`config.mk`:
```
export PLATFORM = sky130hd
export DESIGN_NAME = color_key_brush_blitter_core
export DESIGN_NICKNAME = d
export VERILOG_FILES = /design/src/rtl/ckb_pkg.sv /design/src/rtl/ckb_front.sv /design/src/rtl/ckb_queue.sv /design/src/rtl/ckb_back.sv /design/src/rtl/color_key_brush_blitter_core.sv
export SDC_FILE = /design/constraint.sdc
export NUM_CORES = 1
export LEC_CHECK = 0
export ABC_AREA = 1
export BUFFER_PORTS_ARGS = -buffer_cell sky130_fd_sc_hd__buf_2
export CORE_ASPECT_RATIO = 0.75
export CORE_MARGIN = 2
export CORE_UTILIZATION = 45
export CTS_BUF_LIST = sky130_fd_sc_hd__clkbuf_8
export CTS_CLUSTER_DIAMETER = 120
export DETAILED_ROUTE_END_ITERATION = 12
export GPL_TIMING_DRIVEN = 0
export MAX_ROUTING_LAYER = met4
export SLEW_MARGIN = 10
export SYNTH_ARGS = -nofsm -noshare
export SYNTH_HDL_FRONTEND = slang
export SYNTH_SLANG_ARGS = --single-unit
```
`constraint.sdc`:
```
create_clock -name clk -period 4.7 [get_ports clk]
set_input_delay 0.47 -clock clk [delete_from_list [all_inputs] [get_ports clk]]
set_output_delay 0.47 -clock clk [all_outputs]
set_load 0.02 [all_outputs]
```
`src/rtl/ckb_pkg.sv`:
```
// Package of the colour-key brush blitter: sizes, register codes, types, helpers.
// Depends on nothing; used by every RTL module of the blitter.
`timescale 1ns / 1ps

package ckb_pkg;

  // Internal address width and the largest horizontal zoom.
  localparam int ADDR_BITS = 20;
  localparam int MAX_ZOOM  = 16;

  // Widths that follow from the constants above.
  localparam int ZOOM_W = $clog2(MAX_ZOOM + 1);
  localparam int K_W    = (MAX_ZOOM > 1) ? $clog2(MAX_ZOOM) : 1;
  localparam int SUM_W  = ADDR_BITS + 2;

  // Depth of the descriptor queue between the front and back parts.
  localparam int Q_DEPTH = 2;
  localparam int Q_PTR_W = $clog2(Q_DEPTH);
  localparam int Q_CNT_W = $clog2(Q_DEPTH + 1);

  // Fixed port widths.
  localparam int OUT_ADDR_W = 20;
  localparam int CFG_DATA_W = 20;
  localparam int CFG_IDX_W  = 3;

  // Register indexes of the configuration port.
  typedef enum logic [CFG_IDX_W-1:0] {
    REG_SCREEN_STRIDE = 3'd0,
    REG_DEST_BASE     = 3'd1,
    REG_SRC_WIDTH     = 3'd2,
    REG_OUT_HEIGHT    = 3'd3,
    REG_ZOOM_FACTOR   = 3'd4,
    REG_KEY_COLOR     = 3'd5,
    REG_FILL_COLOR    = 3'd6,
    REG_DRAW_MODE     = 3'd7
  } cfg_reg_t;

  // One classified brush pixel, handed from the front to the back part.
  typedef struct packed {
    logic [ADDR_BITS-1:0] base;
    logic [7:0]           value;
    logic                 visible;
    logic [K_W-1:0]       last_k;
    logic                 rect_end;
  } desc_t;

  // One framebuffer write as it leaves the block.
  typedef struct packed {
    logic [OUT_ADDR_W-1:0] pixel_address;
    logic [7:0]            pixel_value;
    logic                  write_enable;
    logic                  last_of_run;
    logic                  blit_done;
  } res_t;

  // Width and height limits: zero acts as one, anything above 4096 as 4096.
  function automatic logic [12:0] clamp_dim(input logic [12:0] v);
    if (v == 13'd0) begin
      return 13'd1;
    end else if (v > 13'd4096) begin
      return 13'd4096;
    end else begin
      return v;
    end
  endfunction

  // Zoom limits: zero acts as one, anything above MAX_ZOOM as MAX_ZOOM.
  function automatic logic [ZOOM_W-1:0] clamp_zoom(input logic [4:0] z);
    logic [6:0] zw;
    zw = {2'b00, z};
    if (zw == 7'd0) begin
      return ZOOM_W'(1);
    end else if (zw > 7'(MAX_ZOOM)) begin
      return ZOOM_W'(MAX_ZOOM);
    end else begin
      return ZOOM_W'(zw);
    end
  endfunction

endpackage

```
`src/rtl/ckb_front.sv`:
```
// Front part of the blitter: configuration registers, row and column tracking,
// and classification of each accepted brush pixel. Depends on ckb_pkg.
`timescale 1ns / 1ps

module ckb_front (
  input  logic                             clk,
  input  logic                             rst_n,
  input  logic                             cfg_we,
  input  logic [ckb_pkg::CFG_IDX_W-1:0]    cfg_index,
  input  logic [ckb_pkg::CFG_DATA_W-1:0]   cfg_data,
  input  logic                             in_push,
  input  logic [7:0]                       in_src_pixel,
  output logic                             in_full,
  input  logic                             q_full,
  output logic                             desc_push,
  output ckb_pkg::desc_t                   desc
);

  // Configuration registers.
  logic [12:0] screen_stride_r;
  logic [19:0] dest_base_r;
  logic [12:0] src_width_r;
  logic [12:0] out_height_r;
  logic [4:0]  zoom_factor_r;
  logic [7:0]  key_color_r;
  logic [7:0]  fill_color_r;
  logic        draw_mode_r;

  // Position state of the rectangle.
  logic [11:0]                   col_count_r, col_count_nxt;
  logic [11:0]                   row_count_r, row_count_nxt;
  logic [ckb_pkg::ADDR_BITS-1:0] row_start_addr_r, row_start_addr_nxt;
  logic [ckb_pkg::ADDR_BITS-1:0] next_addr_r, next_addr_nxt;

  logic [12:0]                   width_c;
  logic [12:0]                   height_c;
  logic [ckb_pkg::ZOOM_W-1:0]    zoom_c;
  logic                          visible;
  logic                          row_end;
  logic                          rect_end;
  logic                          accept;
  logic                          rearm;
  logic [ckb_pkg::ADDR_BITS-1:0] base_addr;

  // The queue sets the input side's back-pressure.
  assign in_full   = q_full;
  assign accept    = in_push && !q_full;
  assign desc_push = accept;

  // Writing the destination base restarts the rectangle.
  assign rearm     = cfg_we && (ckb_pkg::cfg_reg_t'(cfg_index) == ckb_pkg::REG_DEST_BASE);
  assign base_addr = ckb_pkg::ADDR_BITS'(dest_base_r);

  // Configuration writes.
  always_ff @(posedge clk) begin
    if (!rst_n) begin
      screen_stride_r <= 13'd640;
      dest_base_r     <= 20'd0;
      src_width_r     <= 13'd1;
      out_height_r    <= 13'd1;
      zoom_factor_r   <= 5'd1;
      key_color_r     <= 8'd0;
      fill_color_r    <= 8'd0;
      draw_mode_r     <= 1'b0;
    end else if (cfg_we) begin
      unique case (ckb_pkg::cfg_reg_t'(cfg_index))
        ckb_pkg::REG_SCREEN_STRIDE: screen_stride_r <= cfg_data[12:0];
        ckb_pkg::REG_DEST_BASE:     dest_base_r     <= cfg_data[19:0];
        ckb_pkg::REG_SRC_WIDTH:     src_width_r     <= cfg_data[12:0];
        ckb_pkg::REG_OUT_HEIGHT:    out_height_r    <= cfg_data[12:0];
        ckb_pkg::REG_ZOOM_FACTOR:   zoom_factor_r   <= cfg_data[4:0];
        ckb_pkg::REG_KEY_COLOR:     key_color_r     <= cfg_data[7:0];
        ckb_pkg::REG_FILL_COLOR:    fill_color_r    <= cfg_data[7:0];
        ckb_pkg::REG_DRAW_MODE:     draw_mode_r     <= cfg_data[0];
        default: ;
      endcase
    end
  end

  // Classification of the incoming pixel against the current limits.
  always_comb begin
    width_c  = ckb_pkg::clamp_dim(src_width_r);
    height_c = ckb_pkg::clamp_dim(out_height_r);
    zoom_c   = ckb_pkg::clamp_zoom(zoom_factor_r);
    visible  = (in_src_pixel != key_color_r);
    row_end  = ((13'(col_count_r) + 13'd1) >= width_c);
    rect_end = row_end && ((13'(row_count_r) + 13'd1) >= height_c);

    desc.base     = next_addr_r;
    desc.value    = visible ? (draw_mode_r ? fill_color_r : in_src_pixel) : 8'd0;
    desc.visible  = visible;
    desc.last_k   = ckb_pkg::K_W'(zoom_c - ckb_pkg::ZOOM_W'(1));
    desc.rect_end = rect_end;
  end

  // Position update after each transfer, or a restart on a base write.
  always_comb begin
    col_count_nxt      = col_count_r;
    row_count_nxt      = row_count_r;
    row_start_addr_nxt = row_start_addr_r;
    next_addr_nxt      = next_addr_r;
    if (rearm) begin
      col_count_nxt      = 12'd0;
      row_count_nxt      = 12'd0;
      row_start_addr_nxt = ckb_pkg::ADDR_BITS'(cfg_data[19:0]);
      next_addr_nxt      = ckb_pkg::ADDR_BITS'(cfg_data[19:0]);
    end else if (accept) begin
      if (rect_end) begin
        col_count_nxt      = 12'd0;
        row_count_nxt      = 12'd0;
        row_start_addr_nxt = base_addr;
        next_addr_nxt      = base_addr;
      end else if (row_end) begin
        col_count_nxt      = 12'd0;
        row_count_nxt      = row_count_r + 12'd1;
        row_start_addr_nxt = ckb_pkg::ADDR_BITS'(ckb_pkg::SUM_W'(row_start_addr_r)
                                                 + ckb_pkg::SUM_W'(screen_stride_r));
        next_addr_nxt      = row_start_addr_nxt;
      end else begin
        col_count_nxt = col_count_r + 12'd1;
        next_addr_nxt = next_addr_r + ckb_pkg::ADDR_BITS'(zoom_c);
      end
    end
  end

  always_ff @(posedge clk) begin
    if (!rst_n) begin
      col_count_r      <= 12'd0;
      row_count_r      <= 12'd0;
      row_start_addr_r <= '0;
      next_addr_r      <= '0;
    end else begin
      col_count_r      <= col_count_nxt;
      row_count_r      <= row_count_nxt;
      row_start_addr_r <= row_start_addr_nxt;
      next_addr_r      <= next_addr_nxt;
    end
  end

endmodule

```
`src/rtl/ckb_queue.sv`:
```
// Short descriptor queue that decouples the front part from the back part.
// Depends on ckb_pkg.
`timescale 1ns / 1ps

module ckb_queue (
  input  logic           clk,
  input  logic           rst_n,
  input  logic           push,
  input  ckb_pkg::desc_t push_desc,
  output logic           full,
  input  logic           pop,
  output logic           valid,
  output ckb_pkg::desc_t head
);

  ckb_pkg::desc_t               mem_r [ckb_pkg::Q_DEPTH];
  logic [ckb_pkg::Q_PTR_W-1:0]  wr_ptr_r, wr_ptr_nxt;
  logic [ckb_pkg::Q_PTR_W-1:0]  rd_ptr_r, rd_ptr_nxt;
  logic [ckb_pkg::Q_CNT_W-1:0]  count_r, count_nxt;
  logic                         do_push;
  logic                         do_pop;

  assign full    = (count_r == ckb_pkg::Q_CNT_W'(ckb_pkg::Q_DEPTH));
  assign valid   = (count_r != '0);
  assign head    = mem_r[rd_ptr_r];
  assign do_push = push && !full;
  assign do_pop  = pop && valid;

  // Pointer and fill count update with wrap at the queue depth.
  always_comb begin
    wr_ptr_nxt = wr_ptr_r;
    rd_ptr_nxt = rd_ptr_r;
    count_nxt  = count_r;
    if (do_push) begin
      wr_ptr_nxt = (wr_ptr_r == ckb_pkg::Q_PTR_W'(ckb_pkg::Q_DEPTH - 1)) ? '0
                   : wr_ptr_r + ckb_pkg::Q_PTR_W'(1);
    end
    if (do_pop) begin
      rd_ptr_nxt = (rd_ptr_r == ckb_pkg::Q_PTR_W'(ckb_pkg::Q_DEPTH - 1)) ? '0
                   : rd_ptr_r + ckb_pkg::Q_PTR_W'(1);
    end
    if (do_push && !do_pop) begin
      count_nxt = count_r + ckb_pkg::Q_CNT_W'(1);
    end else if (do_pop && !do_push) begin
      count_nxt = count_r - ckb_pkg::Q_CNT_W'(1);
    end
  end

  always_ff @(posedge clk) begin
    if (!rst_n) begin
      wr_ptr_r <= '0;
      rd_ptr_r <= '0;
      count_r  <= '0;
    end else begin
      wr_ptr_r <= wr_ptr_nxt;
      rd_ptr_r <= rd_ptr_nxt;
      count_r  <= count_nxt;
    end
  end

  // Entry storage; payload needs no reset.
  always_ff @(posedge clk) begin
    if (do_push) begin
      mem_r[wr_ptr_r] <= push_desc;
    end
  end

endmodule

```
`src/rtl/ckb_back.sv`:
```
// Back part of the blitter: expands each descriptor into its run of writes,
// one a cycle while the output register is empty or being popped, into the output register. Depends on ckb_pkg.
`timescale 1ns / 1ps

module ckb_back (
  input  logic           clk,
  input  logic           rst_n,
  input  logic           q_valid,
  input  ckb_pkg::desc_t q_desc,
  output logic           q_pop,
  input  logic           out_pop,
  output logic           out_empty,
  output ckb_pkg::res_t  res
);

  ckb_pkg::desc_t          cur_r;
  logic                    cur_valid_r, cur_valid_nxt;
  logic [ckb_pkg::K_W-1:0] k_r, k_nxt;
  logic                    out_valid_r, out_valid_nxt;
  ckb_pkg::res_t           res_r;
  logic                    out_ready;
  logic                    step;
  logic                    cur_last;

  // A write moves into the output register when it is empty or being popped.
  assign out_ready = !out_valid_r || out_pop;
  assign step      = cur_valid_r && out_ready;
  assign cur_last  = (k_r == cur_r.last_k);
  assign q_pop     = q_valid && (!cur_valid_r || (step && cur_last));
  assign out_empty = !out_valid_r;
  assign res       = res_r;

  // Run sequencing.
  always_comb begin
    cur_valid_nxt = cur_valid_r;
    k_nxt         = k_r;
    out_valid_nxt = out_valid_r;
    if (q_pop) begin
      cur_valid_nxt = 1'b1;
      k_nxt         = '0;
    end else if (step) begin
      if (cur_last) begin
        cur_valid_nxt = 1'b0;
      end else begin
        k_nxt = k_r + ckb_pkg::K_W'(1);
      end
    end
    if (step) begin
      out_valid_nxt = 1'b1;
    end else if (out_pop) begin
      out_valid_nxt = 1'b0;
    end
  end

  always_ff @(posedge clk) begin
    if (!rst_n) begin
      cur_valid_r <= 1'b0;
      k_r         <= '0;
      out_valid_r <= 1'b0;
    end else begin
      cur_valid_r <= cur_valid_nxt;
      k_r         <= k_nxt;
      out_valid_r <= out_valid_nxt;
    end
  end

  // Current descriptor and output payload.
  always_ff @(posedge clk) begin
    if (q_pop) begin
      cur_r <= q_desc;
    end
    if (step) begin
      res_r.pixel_address <= ckb_pkg::OUT_ADDR_W'(cur_r.base + ckb_pkg::ADDR_BITS'(k_r));
      res_r.pixel_value   <= cur_r.value;
      res_r.write_enable  <= cur_r.visible;
      res_r.last_of_run   <= cur_last;
      res_r.blit_done     <= cur_last && cur_r.rect_end;
    end
  end

endmodule

```
`src/rtl/color_key_brush_blitter_core.sv`:
```
// Top level of the colour-key brush blitter: front part, descriptor queue and
// back part. Depends on ckb_pkg, ckb_front, ckb_queue and ckb_back.
`timescale 1ns / 1ps

// Channel   Direction  Handshake          Payload
// in_       input      in_push / in_full  in_src_pixel
// out_      output     out_empty/out_pop  pixel_address, pixel_value, write_enable,
//                                         last_of_run, blit_done
// cfg_      input      cfg_we             cfg_index, cfg_data
//
// Each pixel yields its clamped zoom_factor in writes; the back part issues one
// write per cycle while the output is free or popped, so at zoom 1 one pixel per
// cycle is taken. Each pixel passes the queue, the current-descriptor register
// and the output register. Reset is synchronous and active low; no clearing pass
// follows it. A stalled output holds its write; the two-entry queue fills meanwhile.

module color_key_brush_blitter_core (
  input  logic                           clk,
  input  logic                           rst_n,
  input  logic                           in_push,
  output logic                           in_full,
  input  logic [7:0]                     in_src_pixel,
  output logic                           out_empty,
  input  logic                           out_pop,
  output logic [19:0]                    out_pixel_address,
  output logic [7:0]                     out_pixel_value,
  output logic                           out_write_enable,
  output logic                           out_last_of_run,
  output logic                           out_blit_done,
  input  logic                           cfg_we,
  input  logic [ckb_pkg::CFG_IDX_W-1:0]  cfg_index,
  input  logic [ckb_pkg::CFG_DATA_W-1:0] cfg_data
);

  logic           q_full;
  logic           desc_push;
  ckb_pkg::desc_t desc;
  logic           q_valid;
  logic           q_pop;
  ckb_pkg::desc_t q_head;
  ckb_pkg::res_t  res;

  ckb_front u_front (
    .clk          (clk),
    .rst_n        (rst_n),
    .cfg_we       (cfg_we),
    .cfg_index    (cfg_index),
    .cfg_data     (cfg_data),
    .in_push      (in_push),
    .in_src_pixel (in_src_pixel),
    .in_full      (in_full),
    .q_full       (q_full),
    .desc_push    (desc_push),
    .desc         (desc)
  );

  ckb_queue u_queue (
    .clk       (clk),
    .rst_n     (rst_n),
    .push      (desc_push),
    .push_desc (desc),
    .full      (q_full),
    .pop       (q_pop),
    .valid     (q_valid),
    .head      (q_head)
  );

  ckb_back u_back (
    .clk       (clk),
    .rst_n     (rst_n),
    .q_valid   (q_valid),
    .q_desc    (q_head),
    .q_pop     (q_pop),
    .out_pop   (out_pop),
    .out_empty (out_empty),
    .res       (res)
  );

  // Result fields onto their ports.
  assign out_pixel_address = res.pixel_address;
  assign out_pixel_value   = res.pixel_value;
  assign out_write_enable  = res.write_enable;
  assign out_last_of_run   = res.last_of_run;
  assign out_blit_done     = res.blit_done;

endmodule

```
==> metrics.txt <==
status completed; Net count, final roughly 2000; GRT Total Usage 0.2575; Cell variety after synth 41; Slew headroom 0.4484; Multi-input gate area 6291 sq um; Least-Margin Pin Slew between 800 and 900 ps; Adder-Cell Fraction of Synth Area 0.05023; DRC 0; Vias 12548; crit start category flip-flop; Synth Warn # 0; num ports 69; Synth Register Bits roughly 290; leakage 7.276 nW; worst vdd ir 270.8 uV; CTS root buf clkbuf_8; Pwr Total 0.007873 W; chip height 158.9 microns; H-tree depth 2; fill count 3126; worst skew pair latency approximately 600 ps; Initial Util 0.4586; mux cell area share after synthesis 0; Antenna Nets Post-Route 0; FP Rows 56; FF+latch area 7097 sq um; Syn Inst Count 1820; Top FF cell, synth dfxtp_1; FFs w/ async S/R, synth 0; final setup fails 0; clk sinks 288; Buffers on Ports 66; share of layout cells above drive strength 1 0.08925; CTS clk-pin slew, worst paths 70 ps; DIE AREA 33450 sq um; Final Hold Slack 220.1 ps; Req. time, crit path 5190 ps; TNS Setup 0 ps; Max-Cap Viols 0; synth-to-layout area growth 12.37%; initial antenna violation count 1; PwrDens 486.7 nW/um^2; Compound-Gate Fraction of Synth Area 0.08848; Routed WL per cell between 15 and 20 microns; cts hold-fix bufs 0; Post-Syn Area 14400 sq um; core area 31390 sq um; Max Fclk 264.6 MHz; vias in the first global route 11563; Post-synth EDFFs between 100 and 150; WL final 41310 microns; gp weighted congestion approximately 0.96; global-route wire length before repair 64760 microns; pin count of the biggest net entering global routing 35; vias per inst 5.274; CTS tree done; register area share after synthesis 0.4930; first-pass iteration count of the detailed router 6; CTS Buf Count 47; Mean Syn Cell Area 7.910 sq um; Post-Synth XOR/XNOR Area 0.03650; Final Util 0.5153; DP Wirelength a little over 30000 microns; Pins Over Slew Limit 0; critical path arrival 4270 ps; CTS max path bufs 3; clock period minus worst slack 3780 ps; DR iter-0 viols 1211; Die Wd 210.5 microns; clock skew approximately 42 ps; Fin. Hold Viols 0; CP endpoint kind flip-flop; period utilization 0.8042; grt ovf 0; Tightest Hold Check Type in -> reg; crit-path max FO 10; post_cts resized 0; Net Count, Synth 1912; Post CTS Setup Buffer Count 0; RSZ-0062 raised after global routing false; largest family of logic cells by synthesized area simple AND/OR/NAND/NOR gates; critical path type reg -> reg; simple-gate share of the synthesized area 0.2602
through the flow:
stage               setup WS, ps  cell area, sq um  std cells
detailed placement          1045             15320       2295
global route               512.4             16180       2379
floorplan                   1803             14400       1820
CTS                        959.0             16170       2378
global placement           435.6             15230       2292
finish                     920.2             16180       2379
layout make-up:
class,count,share of cell area
tap,406,0.03140
timing repair buffer,69,0.02413
clock buffer,52,0.04424
buffer,51,0.01454
sequential,288,0.4387
inverter,212,0.04919
multi-input combinational,1269,0.3889
clock inverter,31,0.008740
antenna,1,0.0001547
where the power goes:
| part | switching, W | internal [W] | leakage, nW | total [W] |
|---|---|---|---|---|
| logic | 0.00163 | 0.000663 | 4.23 | 0.00230 |
| clock network | 0.00101 | 0.00102 | 0.527 | 0.00202 |
| registers | 0.000278 | 0.00328 | 2.52 | 0.00355 |
state kept, by name, summed over array words and instances (netlist names), 2 cells and up:
register / count
u_front.key_color_r: 8
u_queue.mem_r: 68
u_back.k_r: 4
u_front.row_start_addr_r: 20
u_queue.count_r: 2
u_front.src_width_r: 13
u_front.next_addr_r: 20
u_back.res: 31
u_front.zoom_factor_r: 5
u_back.cur_r: 34
u_front.row_count_r: 12
u_front.out_height_r: 13
u_front.col_count_r: 12
u_front.base_addr: 20
u_front.fill_color_r: 8
u_front.screen_stride_r: 13
cell families after synthesis:
kind of cell,count (synthesis)
AO/OA/AOI/OAI,249
AND/OR/NAND/NOR,904
XOR/XNOR,60
adder cells (fa/ha/maj),56
buffers and inverters,263
flip-flops,288
cells in the final DEF (no fill, tap or decap), types with 4 or more instances in the layout:
| master | synthesis | final |
|---|---|---|
| nand4_1 | 22 | 22 |
| inv_2 | 4 | 5 |
| nor3_1 | 16 | 16 |
| nor4_1 | 4 | 4 |
| nor2_1 | 200 | 197 |
| clkbuf_1 | 31 | 31 |
| nor2_4 | 2 | 5 |
| dfxtp_1 | 155 | 155 |
| nand3_1 | 108 | 108 |
| ha_1 | 53 | 53 |
| xnor2_1 | 17 | 17 |
| clkinv_1 | 5 | 6 |
| or2_2 | 6 | 6 |
| inv_1 | 203 | 226 |
| o21ai_1 | 8 | 8 |
| xor2_1 | 43 | 43 |
| o21ai_0 | 123 | 123 |
| a21oi_1 | 104 | 104 |
| edfxtp_1 | 133 | 133 |
| buf_2 | 13 | 79 |
| clkbuf_8 | 0 | 52 |
| nand2_1 | 527 | 527 |
| a31oi_1 | 7 | 7 |
synthesized netlist by cell type, types with 3 or more instances:
cell type | n | area (sq um)
inv_1 | 203 | 762.0
dfxtp_1 | 155 | 3103
ha_1 | 53 | 663.1
nand2_1 | 527 | 1978
edfxtp_1 | 133 | 3994
xnor2_1 | 17 | 148.9
fa_1 | 3 | 60.06
o21ai_1 | 8 | 40.04
nand4_1 | 22 | 137.6
a31oi_1 | 7 | 43.79
clkbuf_1 | 31 | 116.4
nor2_2 | 3 | 18.77
a21oi_1 | 104 | 520.5
clkinv_1 | 5 | 18.77
or2_2 | 6 | 37.54
o21ai_0 | 123 | 615.6
buf_2 | 13 | 65.06
a22oi_1 | 3 | 22.52
nor4_1 | 4 | 25.02
buf_4 | 3 | 22.52
nand3_1 | 108 | 540.5
xor2_1 | 43 | 376.6
nand3b_1 | 3 | 22.52
nand2_2 | 3 | 18.77
inv_2 | 4 | 15.01
nor2_1 | 200 | 750.7
o211ai_1 | 3 | 22.52
nor3_1 | 16 | 80.08
per-layer routing:
layer | up-vias | part of all wire | track usage
li1 | 6158 | - | -
met1 | 5832 | 0.50 | 0.3998
met2 | 485 | 0.39 | 0.3432
met3 | 73 | 0.087 | 0.04450
met4 | 0 | 0.019 | 0.06082
met5 | - | 0 | -
worst paths after layout:
kind / startpoint / end / slack, ps / cells after the start
setup / recovery: u_front.out_height_r[4]$_SDFFE_PN0P_ / u_front.next_addr_r[5]$_SDFFE_PN0P_ / 920 / 19
hold reg to reg: u_back.cur_r[13]$_DFFE_PP_ / u_back.res[10]$_DFFE_PP_ / 430 / 0
setup reg to reg: u_front.out_height_r[4]$_SDFFE_PN0P_ / u_front.next_addr_r[5]$_SDFFE_PN0P_ / 920 / 19
hold / removal: out_pop / u_back.out_valid_r$_SDFFE_PN0P_ / 220 / 4
worst max-delay path, stage by stage, from the launching register on:
cell and delay (ps):
dfxtp_1 330, nor4_1 360, nand4_1 190, nor4_1 480, nor2_1 130, clkinv_1 180, nand2_1 80, ha_1 320
nand2_1 100, inv_1 40, nand2_1 60, nand3_1 80, nand2_1 90, nand3_2 250, nand2_4 280, buf_2 300
nand3_1 110, nand2_1 70, nand2_1 50, a21oi_1 150
No activity file was read; power rests on OpenSTA's default activity.
